[config.mk]
export PLATFORM = sky130hd
export DESIGN_NAME = sacl_ctrl
export DESIGN_NICKNAME = d
export VERILOG_FILES = /design/src/hw/rtl/sacl_pkg.sv /design/src/hw/rtl/sacl_ctrl.sv
export SDC_FILE = /design/constraint.sdc
export NUM_CORES = 1
export LEC_CHECK = 0
export BUFFER_PORTS_ARGS = -buffer_cell sky130_fd_sc_hd__clkbuf_2
export CAP_MARGIN = 20
export CORE_AREA = 10 10 47 49
export CTS_CLUSTER_SIZE = 40
export DETAILED_ROUTE_END_ITERATION = 8
export DIE_AREA = 0 0 57 59
export PLACE_DENSITY = 0.3
export SETUP_SLACK_MARGIN = 0.5
export SLEW_MARGIN = 10
export SYNTH_ARGS = -nofsm -noshare
export SYNTH_HDL_FRONTEND = slang
export SYNTH_SLANG_ARGS = --single-unit
[constraint.sdc]
create_clock -name clk -period 1 [get_ports clk]
set_input_delay 0.2 -clock clk [delete_from_list [all_inputs] [get_ports clk]]
set_output_delay 0.2 -clock clk [all_outputs]
set_load 0.1 [all_outputs]
[src/hw/rtl/sacl_pkg.sv]
// Shared types and constants for the set-associative cache tag controller.
package sacl_pkg;

    localparam int ADDR_W    = 32;
    localparam int TAG_W     = 32;
    localparam int CFG_W     = 4;
    localparam int WAY_OUT_W = 3;
    localparam int SET_OUT_W = 10;
    localparam int PADDR_W   = 5;
    localparam int PDATA_W   = 32;

    typedef enum logic [2:0] {
        REG_LRU_MODE  = 3'd0,
        REG_WB_ALLOC  = 3'd1,
        REG_BLOCK_LOG = 3'd2,
        REG_SET_LOG   = 3'd3,
        REG_WAYS      = 3'd4
    } reg_idx_t;

    typedef enum logic [1:0] {
        ST_CLEAR,
        ST_IDLE,
        ST_UPDATE
    } state_t;

    typedef struct packed {
        logic             lru_mode;
        logic             write_back_allocate;
        logic [CFG_W-1:0] block_size_log2;
        logic [CFG_W-1:0] set_count_log2;
        logic [CFG_W-1:0] ways_in_use;
    } cfg_t;

    typedef struct packed {
        logic clear_wr;
        logic lookup;
        logic update;
    } cmd_t;

    typedef struct packed {
        logic clear_last;
        logic out_blocked;
    } sts_t;

endpackage

[src/hw/rtl/sacl_ctrl.sv]
// Sequencer for the tag controller: RAM clearing pass, lookup and update.
module sacl_ctrl (
    input  logic          clk,
    input  logic          rst_n,
    input  logic          in_valid,
    input  sacl_pkg::sts_t sts,
    output sacl_pkg::cmd_t cmd,
    output logic          in_stall
);
    import sacl_pkg::*;

    state_t state_reg;
    state_t state_next;

    always_ff @(posedge clk or negedge rst_n)
    begin
        if (!rst_n)
        begin
            state_reg <= ST_CLEAR;
        end
        else
        begin
            state_reg <= state_next;
        end
    end

    always_comb
    begin
        state_next = state_reg;
        unique case (state_reg)
            ST_CLEAR:
            begin
                if (sts.clear_last)
                begin
                    state_next = ST_IDLE;
                end
            end
            ST_IDLE:
            begin
                if (in_valid)
                begin
                    state_next = ST_UPDATE;
                end
            end
            ST_UPDATE:
            begin
                if (!sts.out_blocked)
                begin
                    state_next = ST_IDLE;
                end
            end
            default:
            begin
                state_next = ST_CLEAR;
            end
        endcase
    end

    always_comb
    begin
        cmd      = '0;
        in_stall = 1'b1;
        unique case (state_reg)
            ST_CLEAR:
            begin
                cmd.clear_wr = 1'b1;
            end
            ST_IDLE:
            begin
                in_stall   = 1'b0;
                cmd.lookup = in_valid;
            end
            ST_UPDATE:
            begin
                cmd.update = !sts.out_blocked;
            end
            default:
            begin
                in_stall = 1'b1;
            end
        endcase
    end

endmodule

After elaboration in Yosys (flattened, before gate mapping)
Cells that the tools add are included.
Storage, ports and cells
  flip-flop bits (word level): 2
  input bits: 5
  output and inout bits: 4
  logic and storage cells: 17
Cells by class
  equal/unequal tests: 5
  muxes and demuxes: 8
  reductions and logical operators: 3
Operator list (number)
  2-to-1 mux 2 bit: 3
  != test 2 bit, second input constant: 3
  case mux 2 bit (3 select lines): 1
  2-to-1 mux 1 bit: 4
  AND reduction 3 bit: 1
  == test 2 x 1 -> 1 bit, second input constant: 1
  == test 2 bit, second input constant: 1
  zero test 2 bit: 1
  zero test 1 bit: 1

Logic depth before layout (Yosys ltp)
  depth after elaboration: 3
  gate-level depth with buffers: 2
  gate-level depth less buffers: 2

Least setup slack after synthesis
No wires, ideal clock.
  path type: register -> output
  start point: register state_reg[0]
  end point: output cmd[0] in the netlist's numbering
  data arrival time: 2629 ps
  data required time: 800 ps
  setup slack: -1829 ps
  stages on the path, launching flop included: 2
  path buffers: 0
  cell sequence: dfrtp_1 -> nor3b_1
RTL lines
  start, declared: line sacl_ctrl.sv:12  | state_t state_reg;
  start signal, assigned: line sacl_ctrl.sv:23  | state_reg <= state_next;
  end, declared: line sacl_ctrl.sv:7  | output sacl_pkg::cmd_t cmd,

==> out/summary.txt <==
IO Count: 9
fin util: 0.2286
fmax: 0.7665 GHz
initial drt markers: 1
Mapped Cells: 11
async set or reset register ratio after synthesis: 1.000
area growth from synthesis to layout: 194.3%
Die X: 57 um
main area contributors after synthesis: dfrtp_1 (46%), and3b_2 (9.2%), o32ai_1 (8.0%), a21o_1 (6.9%), nor2_1 (6.9%)
first-pass GRT wire length: 690 um
H-tree Lvls: 1
grt total ovfl: 0
Starting Density: 0.07768
Vias: 143
largest net degree at the start of global routing: 7
Netlist Area Pre-Place: 108.9 um^2
Area after DPL: 262.8 um^2
TritonCTS Buffers: 3
Via density: 3.326
Die Area: 0.003363 mm^2
Reg clk slew, reported paths: 0.04 ns
vias in the first global route: 170
fraction of layout cells with a size suffix above 1: 0.7778
Setup WS pre-CTS: -0.1012 ns
Crit Path Category: reg2out
Final period util: 1.305
Clock Tree Buf Depth: 2
synthesis-stage register bit count: 2
Worst Skew: 0.007544 ns
final setup fails: 5
RD Place Congestion: 0.6236
Layout Cells excl Fill: 43
fraction of the yosys area taken by sequential cells: 0.4598
Synth top cells by count: dfrtp_1 (2), nor2_1 (2)
type of origin of the critical path: register
post-route cell area: 320.3 um^2
TritonCTS clock tree: yes
final wirelength: 431 um
Ys Warns: 0
Avg WL per Cell: 10.02 um
Total GRT Usage: 0.02757
chip height: 59 um
Avg Inst Size Synth: 9.896 um^2
Pins Over Slew Limit: 0
R2R Setup Slk: -0.01 ns
Max-cap violations: 0
Synth area leader: dfrtp_1
Antenna diodes: 0
failing checks: setup timing
Post-DP HPWL: 362.4 um
Worst Setup End Kind: output port
post-route ant nets: 0
RSZ-0062 raised after global routing: yes
TritonCTS sink count: 2
Buffers on Ports: 8
slack of the critical path: -0.3047 ns
root buffer cell: clkbuf_4
worst slew pin tran: 0.1898 ns
Layout Nets: 33
initial antenna violation count: 0
Worst Path Arrival: 1.10 ns
headroom to the max-slew limit: 0.8733
Yosys cell types: 9
outcome: finished with violations
Worst-Skew Late Latency: 0.23 ns
share of the synthesized area in the top cell type: 0.4598
drt pass-1 iters: 2
Worst EP required: 0.80 ns
fillers: 159
CORE AREA: 0.001401 mm^2
Hold Crit Class: in2reg
Final Hold Viols: 0
Rows: 14
Largest register FFs: 2
Post-synth EDFFs: 0
fin crit period: 1.305 ns
drt drc: 0
Main synth FF type: dfrtp_1
critical-path maximum fanout: 6
Placed Cells: 36
net count after synthesis: 16
## worst max-delay path, cell delays in order, from the launching register on
cell,delay (ns)
dfrtp_2,0.43
and3b_2,0.28
buf_12,0.18
## cell usage in the layout (no fill, tap or decap), types with 2 or more instances in the layout
cell type,synthesis,layout
buf_4,0,3
clkbuf_2,0,4
buf_12,0,4
clkbuf_4,0,3
dfrtp_2,0,2
## kinds of logic after synthesis
logic type	after synthesis	synth area share
and+or+nand+nor	6	0.3564
DFF	2	0.4598
buffers and inverters	1	0.03445
AOI/OAI and AO/OA	2	0.1495
## worst paths after layout
kind / from / end / cells after the start
hold reg to reg: state_reg[0] / state_reg[1] / 2
min in group asynchronous: rst_n / state_reg[0] / 2
hold / removal: in_valid / state_reg[0] / 2
max in group asynchronous: rst_n / state_reg[1] / 2
setup reg to reg: state_reg[0] / state_reg[0] / 3
setup / recovery: state_reg[1] / cmd[1] / 2
## metal layers
| layer | global-route usage | part of all wire | vias up |
|---|---|---|---|
| met5 | 0 | 0 | - |
| met4 | 0.03020 | 0 | 0 |
| met3 | 0.03433 | 0.23 | 0 |
| met2 | 0.03721 | 0.42 | 9 |
| met1 | 0.01767 | 0.36 | 62 |
| li1 | - | - | 72 |
## per-stage QoR
| stage | hold slack, ns | TNS [ns] |
|---|---|---|
| after floorplan | -0.09559 | -1.430 |
| after global placement | -0.01214 | -0.2837 |
| after detailed placement | -0.01037 | -0.3302 |
| after CTS | 0.1800 | -1.258 |
| after global routing | 0.1822 | -1.349 |
| final | 0.1814 | -1.189 |
## area by class of cell
cell class | instances | area [um^2] | area share
Inverter | 1 | 3.754 | 0.01172
Sequential cell | 2 | 52.55 | 0.1641
Multi-Input combinational cell | 8 | 85.08 | 0.2656
Timing Repair Buffer | 12 | 132.6 | 0.4141
Tap cell | 16 | 20.02 | 0.06250
Clock buffer | 4 | 26.28 | 0.08203
## what timing repair did
action                                 CTS  global route
pin swaps                                1             0
hold buffers                             1             0
setup endpoints to repair                6             6
endpoints found under the hold margin    2             0
gates resized for setup                  2             0
buffers inserted                         2             0
Power is not shown: default switching activity piles up to over one toggle a cycle in this logic, so the estimate is an artifact.
